==> src/obp_pkg.sv <==
// Shared types and constants for the OTA bitmap packer.
`default_nettype none
package obp_pkg;

    localparam int ITEMS = 7;
    localparam int CNT_W = 3;

    typedef logic [1:0] reg_idx_t;
    localparam reg_idx_t REG_IMAGE_WIDTH     = 2'd0;
    localparam reg_idx_t REG_IMAGE_HEIGHT    = 2'd1;
    localparam reg_idx_t REG_COLOR_DEPTH     = 2'd2;
    localparam reg_idx_t REG_TRANSFORM_FLAGS = 2'd3;

    localparam int FLAG_REVERSE = 0;
    localparam int FLAG_INVERT  = 1;

    localparam logic [7:0]  INFO_SHORT = 8'h00;
    localparam logic [7:0]  INFO_LONG  = 8'h10;
    localparam logic [15:0] SHORT_MAX  = 16'd255;

    typedef struct packed {
        logic [15:0] image_width;
        logic [15:0] image_height;
        logic [7:0]  color_depth;
        logic [1:0]  transform_flags;
    } cfg_t;

    typedef struct packed {
        logic [7:0] out_byte;
        logic       is_header;
        logic       last;
    } item_t;

    typedef struct packed {
        item_t [ITEMS-1:0] items;
        logic [CNT_W-1:0]  count;
    } bundle_t;

endpackage
`default_nettype wire

==> src/ota_bitmap_packer_core.sv <==
// The first result byte of a source byte is registered and valid in the cycle after its transfer.
// One result byte per cycle while m_tready is high; a pixel byte yields at most one result
// byte, or two when it also flushes the final partial byte. The first byte of an image also
// yields the header: four bytes with the short header and six with the long one.
// Source bytes that only fill the bit accumulator produce no output.
// Reset: synchronous, active low; registers go to width 1, height 1, depth 1, no transform.
`default_nettype none
module ota_bitmap_packer_core
    import obp_pkg::*;
(
    input  wire logic        aclk,
    input  wire logic        aresetn,
    input  wire logic        s_tvalid,
    output logic             s_tready,
    input  wire logic [7:0]  s_tdata,   // [7:0] src_byte
    output logic             m_tvalid,
    input  wire logic        m_tready,
    output logic [7:0]       m_tdata,   // [7:0] out_byte
    output logic             m_tuser,   // [0] is_header
    output logic             m_tlast,
    input  wire logic        cfg_wr_en,
    input  wire logic [1:0]  cfg_index,
    input  wire logic [15:0] cfg_wdata
);

    cfg_t    cfg;
    bundle_t bundle;
    item_t   m_item;
    logic    s_xfer;

    assign s_xfer = s_tvalid && s_tready;

    obp_cfg u_cfg (
        .aclk      (aclk),
        .aresetn   (aresetn),
        .cfg_wr_en (cfg_wr_en),
        .cfg_index (cfg_index),
        .cfg_wdata (cfg_wdata),
        .cfg       (cfg)
    );

    obp_packer u_packer (
        .aclk     (aclk),
        .aresetn  (aresetn),
        .cfg      (cfg),
        .take     (s_xfer),
        .src_byte (s_tdata),
        .bundle   (bundle)
    );

    obp_burst u_burst (
        .aclk     (aclk),
        .aresetn  (aresetn),
        .bundle   (bundle),
        .s_tvalid (s_tvalid),
        .s_tready (s_tready),
        .m_tvalid (m_tvalid),
        .m_tready (m_tready),
        .m_item   (m_item)
    );

    assign m_tdata = m_item.out_byte;
    assign m_tuser = m_item.is_header;
    assign m_tlast = m_item.last;

`ifndef SYNTH
    // The end of a stream is always a pixel byte, never part of a header.
    a_last_not_header: assert property (@(posedge aclk) disable iff (!aresetn)
        m_tvalid && m_tready && m_tlast |-> !m_tuser)
        else $error("last byte flagged as header");

    // With no result pending, the block must take input.
    a_idle_ready: assert property (@(posedge aclk) disable iff (!aresetn)
        !m_tvalid |-> s_tready)
        else $error("input stalled while output is empty");

    // A source byte never causes more results than the bundle holds.
    a_bundle_size: assert property (@(posedge aclk) disable iff (!aresetn)
        s_xfer |-> bundle.count <= 3'd7)
        else $error("bundle count out of range");

    // Reset empties the result register.
    a_reset_empty: assert property (@(posedge aclk)
        !aresetn |=> !m_tvalid)
        else $error("output valid right after reset");
`endif

endmodule
`default_nettype wire

==> src/obp_cfg.sv <==
// Configuration register file of the OTA bitmap packer.
`default_nettype none
module obp_cfg
    import obp_pkg::*;
(
    input  wire logic        aclk,
    input  wire logic        aresetn,
    input  wire logic        cfg_wr_en,
    input  wire reg_idx_t    cfg_index,
    input  wire logic [15:0] cfg_wdata,
    output cfg_t             cfg
);

    cfg_t cfg_reg;
    cfg_t cfg_next;

    always_comb begin
        cfg_next = cfg_reg;
        if (cfg_wr_en) begin
            case (cfg_index)
                REG_IMAGE_WIDTH:     cfg_next.image_width     = cfg_wdata;
                REG_IMAGE_HEIGHT:    cfg_next.image_height    = cfg_wdata;
                REG_COLOR_DEPTH:     cfg_next.color_depth     = cfg_wdata[7:0];
                REG_TRANSFORM_FLAGS: cfg_next.transform_flags = cfg_wdata[1:0];
                default:             cfg_next = cfg_reg;
            endcase
        end
    end

    always_ff @(posedge aclk) begin
        if (!aresetn) begin
            cfg_reg.image_width     <= 16'd1;
            cfg_reg.image_height    <= 16'd1;
            cfg_reg.color_depth     <= 8'd1;
            cfg_reg.transform_flags <= 2'd0;
        end else begin
            cfg_reg <= cfg_next;
        end
    end

    assign cfg = cfg_reg;

endmodule
`default_nettype wire

==> src/obp_packer.sv <==
// Pixel packing state and per-byte result bundle of the OTA bitmap packer.
`default_nettype none
module obp_packer
    import obp_pkg::*;
(
    input  wire logic       aclk,
    input  wire logic       aresetn,
    input  wire cfg_t       cfg,
    input  wire logic       take,
    input  wire logic [7:0] src_byte,
    output bundle_t         bundle
);

    logic [7:0]  acc_reg, acc_next;
    logic [2:0]  pend_reg, pend_next;
    logic [12:0] col_reg, col_next;
    logic [15:0] row_reg, row_next;
    logic        hdr_sent_reg, hdr_sent_next;

    logic [15:0] w, h, w_m1, h_m1;
    logic [12:0] last_col;
    logic        end_row, end_img, big;
    logic [7:0]  val_rev, val_tr, mask, val_m;
    logic [3:0]  nbits, total;
    logic [15:0] word;
    logic        emit_data, flush;
    logic [2:0]  pend_after;
    logic [7:0]  acc_after;

    always_comb begin
        w        = (cfg.image_width == 16'd0) ? 16'd1 : cfg.image_width;
        h        = (cfg.image_height == 16'd0) ? 16'd1 : cfg.image_height;
        w_m1     = w - 16'd1;
        h_m1     = h - 16'd1;
        // The last byte column of a row is (width - 1) / 8.
        last_col = w_m1[15:3];
        end_row  = col_reg >= last_col;
        end_img  = end_row && (row_reg >= h_m1);
        big      = (cfg.image_width > SHORT_MAX) || (cfg.image_height > SHORT_MAX);

        for (int i = 0; i < 8; i++) begin
            val_rev[i] = src_byte[7-i];
        end
        val_tr = cfg.transform_flags[FLAG_REVERSE] ? val_rev : src_byte;
        if (cfg.transform_flags[FLAG_INVERT]) begin
            val_tr = ~val_tr;
        end

        if (end_row && (w[2:0] != 3'd0)) begin
            nbits = {1'b0, w[2:0]};
        end else begin
            nbits = 4'd8;
        end
        mask  = ~(8'hFF >> nbits);
        val_m = val_tr & mask;

        total = {1'b0, pend_reg} + nbits;
        word  = {acc_reg, 8'h00} | ({8'h00, val_m} << (4'd8 - {1'b0, pend_reg}));

        // Whether or not a byte goes out, the low three bits of the sum are
        // the bits left pending.
        emit_data  = total[3];
        pend_after = total[2:0];
        acc_after  = emit_data ? word[7:0] : word[15:8];
        flush      = end_img && (pend_after != 3'd0);
    end

    always_comb begin
        logic [CNT_W-1:0] n;
        n = '0;
        bundle.items = '0;
        if (!hdr_sent_reg) begin
            if (big) begin
                bundle.items[0] = '{INFO_LONG, 1'b1, 1'b0};
                bundle.items[1] = '{cfg.image_width[15:8], 1'b1, 1'b0};
                bundle.items[2] = '{cfg.image_width[7:0], 1'b1, 1'b0};
                bundle.items[3] = '{cfg.image_height[15:8], 1'b1, 1'b0};
                bundle.items[4] = '{cfg.image_height[7:0], 1'b1, 1'b0};
                bundle.items[5] = '{cfg.color_depth, 1'b1, 1'b0};
                n = 3'd6;
            end else begin
                bundle.items[0] = '{INFO_SHORT, 1'b1, 1'b0};
                bundle.items[1] = '{cfg.image_width[7:0], 1'b1, 1'b0};
                bundle.items[2] = '{cfg.image_height[7:0], 1'b1, 1'b0};
                bundle.items[3] = '{cfg.color_depth, 1'b1, 1'b0};
                n = 3'd4;
            end
        end
        if (emit_data) begin
            bundle.items[n] = '{word[15:8], 1'b0, end_img && !flush};
            n = n + 3'd1;
        end
        if (flush) begin
            bundle.items[n] = '{acc_after, 1'b0, 1'b1};
            n = n + 3'd1;
        end
        bundle.count = n;
    end

    always_comb begin
        acc_next      = acc_reg;
        pend_next     = pend_reg;
        col_next      = col_reg;
        row_next      = row_reg;
        hdr_sent_next = hdr_sent_reg;
        if (take) begin
            if (end_img) begin
                acc_next      = '0;
                pend_next     = '0;
                col_next      = '0;
                row_next      = '0;
                hdr_sent_next = 1'b0;
            end else begin
                acc_next      = acc_after;
                pend_next     = pend_after;
                hdr_sent_next = 1'b1;
                if (end_row) begin
                    col_next = '0;
                    row_next = row_reg + 16'd1;
                end else begin
                    col_next = col_reg + 13'd1;
                end
            end
        end
    end

    always_ff @(posedge aclk) begin
        if (!aresetn) begin
            acc_reg      <= '0;
            pend_reg     <= '0;
            col_reg      <= '0;
            row_reg      <= '0;
            hdr_sent_reg <= 1'b0;
        end else begin
            acc_reg      <= acc_next;
            pend_reg     <= pend_next;
            col_reg      <= col_next;
            row_reg      <= row_next;
            hdr_sent_reg <= hdr_sent_next;
        end
    end

endmodule
`default_nettype wire

==> src/obp_burst.sv <==
// Result register of the OTA bitmap packer: holds one bundle and sends it byte by byte.
`default_nettype none
module obp_burst
    import obp_pkg::*;
(
    input  wire logic    aclk,
    input  wire logic    aresetn,
    input  wire bundle_t bundle,
    input  wire logic    s_tvalid,
    output logic         s_tready,
    output logic         m_tvalid,
    input  wire logic    m_tready,
    output item_t        m_item
);

    item_t [ITEMS-1:0] buf_reg, buf_next;
    logic [CNT_W-1:0]  cnt_reg, cnt_next;
    logic [CNT_W-1:0]  idx_reg, idx_next;
    logic              busy_reg, busy_next;
    logic              last_of, drain, load;

    always_comb begin
        last_of  = (idx_reg + 3'd1) == cnt_reg;
        drain    = busy_reg && m_tready && last_of;
        // A new bundle may enter in the cycle the last byte of the old one leaves.
        s_tready = !busy_reg || drain;
        load     = s_tvalid && s_tready && (bundle.count != '0);

        buf_next  = buf_reg;
        cnt_next  = cnt_reg;
        idx_next  = idx_reg;
        busy_next = busy_reg;
        if (load) begin
            buf_next  = bundle.items;
            cnt_next  = bundle.count;
            idx_next  = '0;
            busy_next = 1'b1;
        end else if (busy_reg && m_tready) begin
            if (last_of) begin
                busy_next = 1'b0;
            end else begin
                idx_next = idx_reg + 3'd1;
            end
        end
    end

    always_ff @(posedge aclk) begin
        if (!aresetn) begin
            cnt_reg  <= '0;
            idx_reg  <= '0;
            busy_reg <= 1'b0;
        end else begin
            cnt_reg  <= cnt_next;
            idx_reg  <= idx_next;
            busy_reg <= busy_next;
        end
    end

    always_ff @(posedge aclk) begin
        buf_reg <= buf_next;
    end

    assign m_tvalid = busy_reg;
    assign m_item   = buf_reg[idx_reg];

endmodule
`default_nettype wire

==> config.mk <==
export PLATFORM = sky130hd
export DESIGN_NAME = ota_bitmap_packer_core
export DESIGN_NICKNAME = d
export VERILOG_FILES = /design/src/obp_pkg.sv /design/src/ota_bitmap_packer_core.sv /design/src/obp_cfg.sv /design/src/obp_packer.sv /design/src/obp_burst.sv
export SDC_FILE = /design/constraint.sdc
export NUM_CORES = 1
export LEC_CHECK = 0
export BUFFER_PORTS_ARGS = -buffer_cell sky130_fd_sc_hd__buf_2
export CAP_MARGIN = 0
export CORE_MARGIN = 5
export CORE_UTILIZATION = 63
export DETAILED_ROUTE_END_ITERATION = 7
export PLACE_DENSITY = 0.81
export SLEW_MARGIN = 20
export SYNTH_ARGS = -nofsm -noshare
export SYNTH_HDL_FRONTEND = slang
export SYNTH_HIERARCHICAL = 1
export SYNTH_SLANG_ARGS = --single-unit
==> constraint.sdc <==
create_clock -name aclk -period 8.8 [get_ports aclk]
set_clock_uncertainty 0.2 [all_clocks]
set_input_delay 0.88 -clock aclk [delete_from_list [all_inputs] [get_ports aclk]]
set_output_delay 0.88 -clock aclk [all_outputs]
set_load 0.02 [all_outputs]
# [Word level (Yosys, flattened, before mapping)]
# Index checks and enable logic that the tools add are counted.
[word_totals] reg_bits=160 latch_bits=0 ramBits=0 rom_bits=0 in_bits=31 output_inout_bits=12 wordCells=127 n_memories=0
[classes] add_sub_neg=9 mul=0 n_div=0 order_cmp=9 eq_ne=4 shifts=2 n_mux=33 bitwise=6 n_reduce_logical=31
[op_table] operator="bitwise mux 70 bit" n=2
[op_table] operator="2-to-1 mux 70 bit" n=2
[op_table] operator="2-to-1 mux 16 bit" n=4
[op_table] operator="demux 10 bit (select 3 bit)" n=2
[op_table] operator="2-to-1 mux 60 bit" n=1
[op_table] operator="2-to-1 mux 40 bit" n=1
[op_table] operator="> comparator 16 x 8 -> 1 bit, second input constant" n=2
[op_table] operator="zero test 16 bit" n=2
[op_table] operator="2-to-1 mux 8 bit" n=4
[op_table] operator="subtractor 16 x 1 -> 16 bit, second input constant" n=2
[op_table] operator="binary-select mux 10 bit (select 3 bit)" n=1
[op_table] operator="2-to-1 mux 10 bit" n=3
[op_table] operator="2-to-1 mux 13 bit" n=2
[op_table] operator="2-to-1 mux 20 bit" n=1
[op_table] operator="adder 16 x 1 -> 16 bit, second input constant" n=1
[op_table] operator="greater-or-equal comparator 16 bit" n=1
[op_table] operator="NOT 8 bit" n=2
[op_table] operator="OR 16 bit" n=1
[op_table] operator="<< shifter 8 x 4 -> 16 bit" n=1
[op_table] operator="AND reduction 2 bit" n=7
[op_table] operator="adder 13 x 1 -> 13 bit, second input constant" n=1
[op_table] operator="greater-or-equal comparator 13 bit" n=1
[op_table] operator="less-than comparator 3 x 4 -> 1 bit, second input constant" n=3
[op_table] operator="2-to-1 mux 3 bit" n=4
[op_table] operator="other kinds (20)" n=43

# [Longest topological paths before layout]
[logic_depth] word_depth=15 ltp_mapped=28

# [Cells and area by module]
# Netlist, hierarchy kept.
[by_module_without_submodules] module="obp_packer" instances=1 cells_each=683 area_each_um2=4993.5
[by_module_without_submodules] module="obp_burst" instances=1 cells_each=176 area_each_um2=3035.4
[by_module_without_submodules] module="obp_cfg" instances=1 cells_each=159 area_each_um2=1630.3
[by_module_without_submodules] module="ota_bitmap_packer_core" instances=1 cells_each=1 area_each_um2=6.3

# [Worst setup path after synthesis]
# No wires, ideal clock.
[synth_timing] kind="register -> register" startpoint="register u_cfg.cfg_reg, in the netlist u_cfg/cfg[26]" endpoint="register u_burst/buf_reg[0] (netlist bit) (enable)" arrival_time_ps=6500 t_required_ps=8183 setup_slack_ps=1683 stages_incl_launch_ff=26 cell_sequence="dfxtp_1 > nor3_4 > o31a_4 > nand2_1 > or4_1 > or4_1 > o31ai_1 > ha_1 > a21oi_1 > o21ai_0 > a21oi_1 > o31a_2 > buf_4 > buf_2 > nor3_1 > ha_1 > a21o_1 > a21o_1 > a21oi_1 > nor2_4 > inv_2 > ha_1 > nand2_1 > xnor2_1 > o31ai_1 > a21oi_4"
[synth_lines] element="start: declaration" line_no="obp_cfg.sv:14" rtl="cfg_t cfg_reg;"
[synth_lines] element="start signal: assignment" line_no="obp_cfg.sv:37" rtl="cfg_reg <= cfg_next;"
[synth_lines] element="end signal: assignment" line_no="obp_burst.sv:60" rtl="buf_reg <= buf_next;"
[synth_lines] element="end: declaration" line_no="obp_burst.sv:16" rtl="item_t [ITEMS-1:0] buf_reg, buf_next;"

==> flow_metrics.env <==
export IMPL_hold_path_class="reg2reg"
export IMPL_fmax_ghz=0.128
export IMPL_cp_required_ps=8680
export IMPL_htreeDepth=4
export IMPL_ys_ff_latch=160
export IMPL_start_util=0.638
export IMPL_synth_top_cell_area_share=0.217
export IMPL_cts_hold_buf=0
export IMPL_antenna_found_initial=0
export IMPL_cp_end_kind="flop"
export IMPL_core_sq_um=15100
export IMPL_clkSinkCount=160
export IMPL_final_nets=1109
export IMPL_post_cts_buffers=0
export IMPL_track_usage=0.288
export IMPL_insertion_delay_ps=430
export IMPL_cts_tree="yes"
export IMPL_drv_cap=0
export IMPL_critPathKind="reg2reg"
export IMPL_worst_path_max_delay_cell="a21oi_4"
export IMPL_cp_startpoint="u_cfg/cfg[27]"
export IMPL_diodes=0
export IMPL_min_path_cells=2
export IMPL_synthTopCellsByCount="nand2_1 (151), nor2_1 (100), dfxtp_1 (90)"
export IMPL_ir_drop_v=0.000132
export IMPL_drtIter0Drc=991
export IMPL_portBuffers=42
export IMPL_place_hpwl_microns=18600
export IMPL_setup_tns_ps=0
export IMPL_final_util=0.693
export IMPL_routedWlPerCell_microns=20.8
export IMPL_drive_gt1_frac=0.130
export IMPL_grt_pass1_wl_microns=41000
export IMPL_timing_rr_end="u_burst/buf_reg[14]"
export IMPL_rows=45
export IMPL_first_global_vias=7512
export IMPL_syn_area_sq_um=9670
export IMPL_layout_min_cycle_time_ps=7830
export IMPL_fp_dieW_microns=134
export IMPL_leakage_nw=4.00
export IMPL_synth_edf_count=70
export IMPL_vias=8087
export IMPL_die_h_microns=134
export IMPL_hold_viol=0
export IMPL_r2r_start="u_cfg/cfg[27]"
export IMPL_yosys_area_top_type="edfxtp_1"
export IMPL_areaGrowthSynthToFinish_pct=8.57
export IMPL_crit_fanout=36
export IMPL_setup_reg_to_reg_worst_slack_ps=970
export IMPL_slew_headroom=0.249
export IMPL_largest_reg_flops=70
export IMPL_maxSlewViolCount=0
export IMPL_yosysSeqAreaShare=0.404
export IMPL_tightest_slew_ps=1120
export IMPL_dieArea_sq_um=17900
export IMPL_clk_pin_slew_worst_paths_ps=70
export IMPL_avgSynthCellArea_sq_um=9.49
export IMPL_nFillCells=1131
export IMPL_power_density_nw_per_um2=218
export IMPL_rr_worst_depth=24
export IMPL_ant_nets=0
export IMPL_via_per_inst=6.52
export IMPL_async_flop_share=0
export IMPL_ios=43
export IMPL_synth_warnings=6
export IMPL_rsz0062_at_grt="no"
export IMPL_yosys_cell_count_top_type="nand2_1"
export IMPL_synth_cell_types=88
export IMPL_numCtsBuffers=17
export IMPL_hp_start="u_burst/cnt_reg[1]"
export IMPL_slowest_delay_ps=640
export IMPL_cp_arrival_ps=7710
export IMPL_path_cells="nor3_4 > o31a_4 > nand2_1 > or4_1 > or4_1 > o31ai_1 > ha_1 > a21oi_1 > o21ai_0 > a21oi_1 > o31a_2 > nor3_1 > ha_1 > a21o_1 > a21o_1 > a21oi_1 > nor2_4 > inv_2 > ha_1 > nand2_1 > xnor2_1 > o31ai_1 > a21oi_4 > buf_4"
export IMPL_clockBufferDepth=2
export IMPL_setup_viol=0
export IMPL_placed_cells=1208
export IMPL_total_power_w=0.00229
export IMPL_overflow=0
export IMPL_fin_crit_sh=0.890
export IMPL_hold_slack_ps=280
export IMPL_grt_max_degree=66
export IMPL_synth_cells=1019
export IMPL_whs_endpoint="u_burst/cnt_reg[1]"
export IMPL_ys_flop_type="dfxtp_1"
export IMPL_cts_resized=0
export IMPL_root_buffer="clkbuf_16"
export IMPL_critPathLaunchType="flop"
export IMPL_stdcell_count=1240
export IMPL_gp_congestion=0.962
export IMPL_outcome="completed"
export IMPL_drtPass1Iterations=6
export IMPL_drc=0
export IMPL_ys_top_cells_by_area="edfxtp_1 (22%), dfxtp_1 (19%), mux2i_1 (7.0%)"
export IMPL_drt_total_wl_microns=25800
==> cell families after synthesis <==
group	Yosys count	synth area share
adder cells (fa/ha/maj)	39	0.0513
multiplexers	79	0.0949
other	1	0.000388
buffers and inverters	73	0.0417
XOR/XNOR	63	0.0593
AO/OA/AOI/OAI	219	0.157
flip-flops	160	0.404
AND/OR/NAND/NOR	385	0.192
==> where the power goes <==
| part | internal, W | total, W | switching [W] |
|---|---|---|---|
| combinational | 0.000188 | 0.000602 | 0.000414 |
| sequential | 0.000858 | 0.000899 | 0.0000414 |
| clock | 0.000458 | 0.000786 | 0.000328 |
==> area by class of cell <==
cell class              count  area [sq um]  area share
multi-input cells         788          5370       0.512
flip-flops and latches    160          3900       0.372
clock buffers              18           429      0.0409
repair buffers             53           293      0.0279
well taps                 188           235      0.0224
clock inverters            14           191      0.0182
inverters                  19          71.3     0.00680
==> cell usage in the layout (no fill, tap or decap), types with 5 or more instances in the layout <==
master     instances
inv_6              6
a21o_1             7
ha_1              38
buf_2             42
nand3_1           23
nand2_1          151
mux2i_1           68
nand3b_1           5
a21oi_1           84
and3_1             7
edfxtp_1          70
xnor2_1           28
o21ai_0           28
o211ai_1           8
nor2_1           100
mux4_2            10
o22ai_1           10
clkbuf_16         17
o21ai_2            5
a31oi_1            9
inv_1             18
xor2_1            33
nor3_1            22
dfxtp_1           90
and2_1            15
o31ai_1            9
nor2b_1            9
buf_4             11
nand4_1           17
==> worst max path at each step <==
stage / to / slack (ps)
4_1_cts: u_burst/buf_reg[26] / 1060
2_1_floorplan: u_burst/buf_reg[0] / 1680
6_report: u_burst/buf_reg[14] / 970
3_5_place_dp: u_burst/buf_reg[18] / 1120
5_1_grt: u_burst/buf_reg[69] / 480
3_3_place_gp: u_burst/buf_reg[18] / 1380
==> per-stage QoR <==
| stage | cell area (sq um) | setup slack [ps] |
|---|---|---|
| floorplan | 9670 | 1680 |
| global placement | 9870 | 1380 |
| detailed placement | 9870 | 1120 |
| CTS | 10500 | 1060 |
| global route | 10500 | 480 |
| finish | 10500 | 967 |
==> metal layers <==
layer  GRT usage  wire length, microns
met4       0.135                  1140
met2       0.453                 11900
met3      0.0439                  1960
met1       0.395                 10700
met5           0                     0
==> critical path: cells and delay by family, from the launching register on <==
| kind | cells | cell delay [ps] |
|---|---|---|
| and+or+nand+nor | 7 | 1820 |
| DFF | 1 | 440 |
| AOI/OAI and AO/OA | 11 | 3340 |
| buffers and inverters | 2 | 730 |
| xor gates and xnor gates | 1 | 220 |
| adders and majority gates | 3 | 710 |
Note: power is estimated with default switching activity, not from simulation.
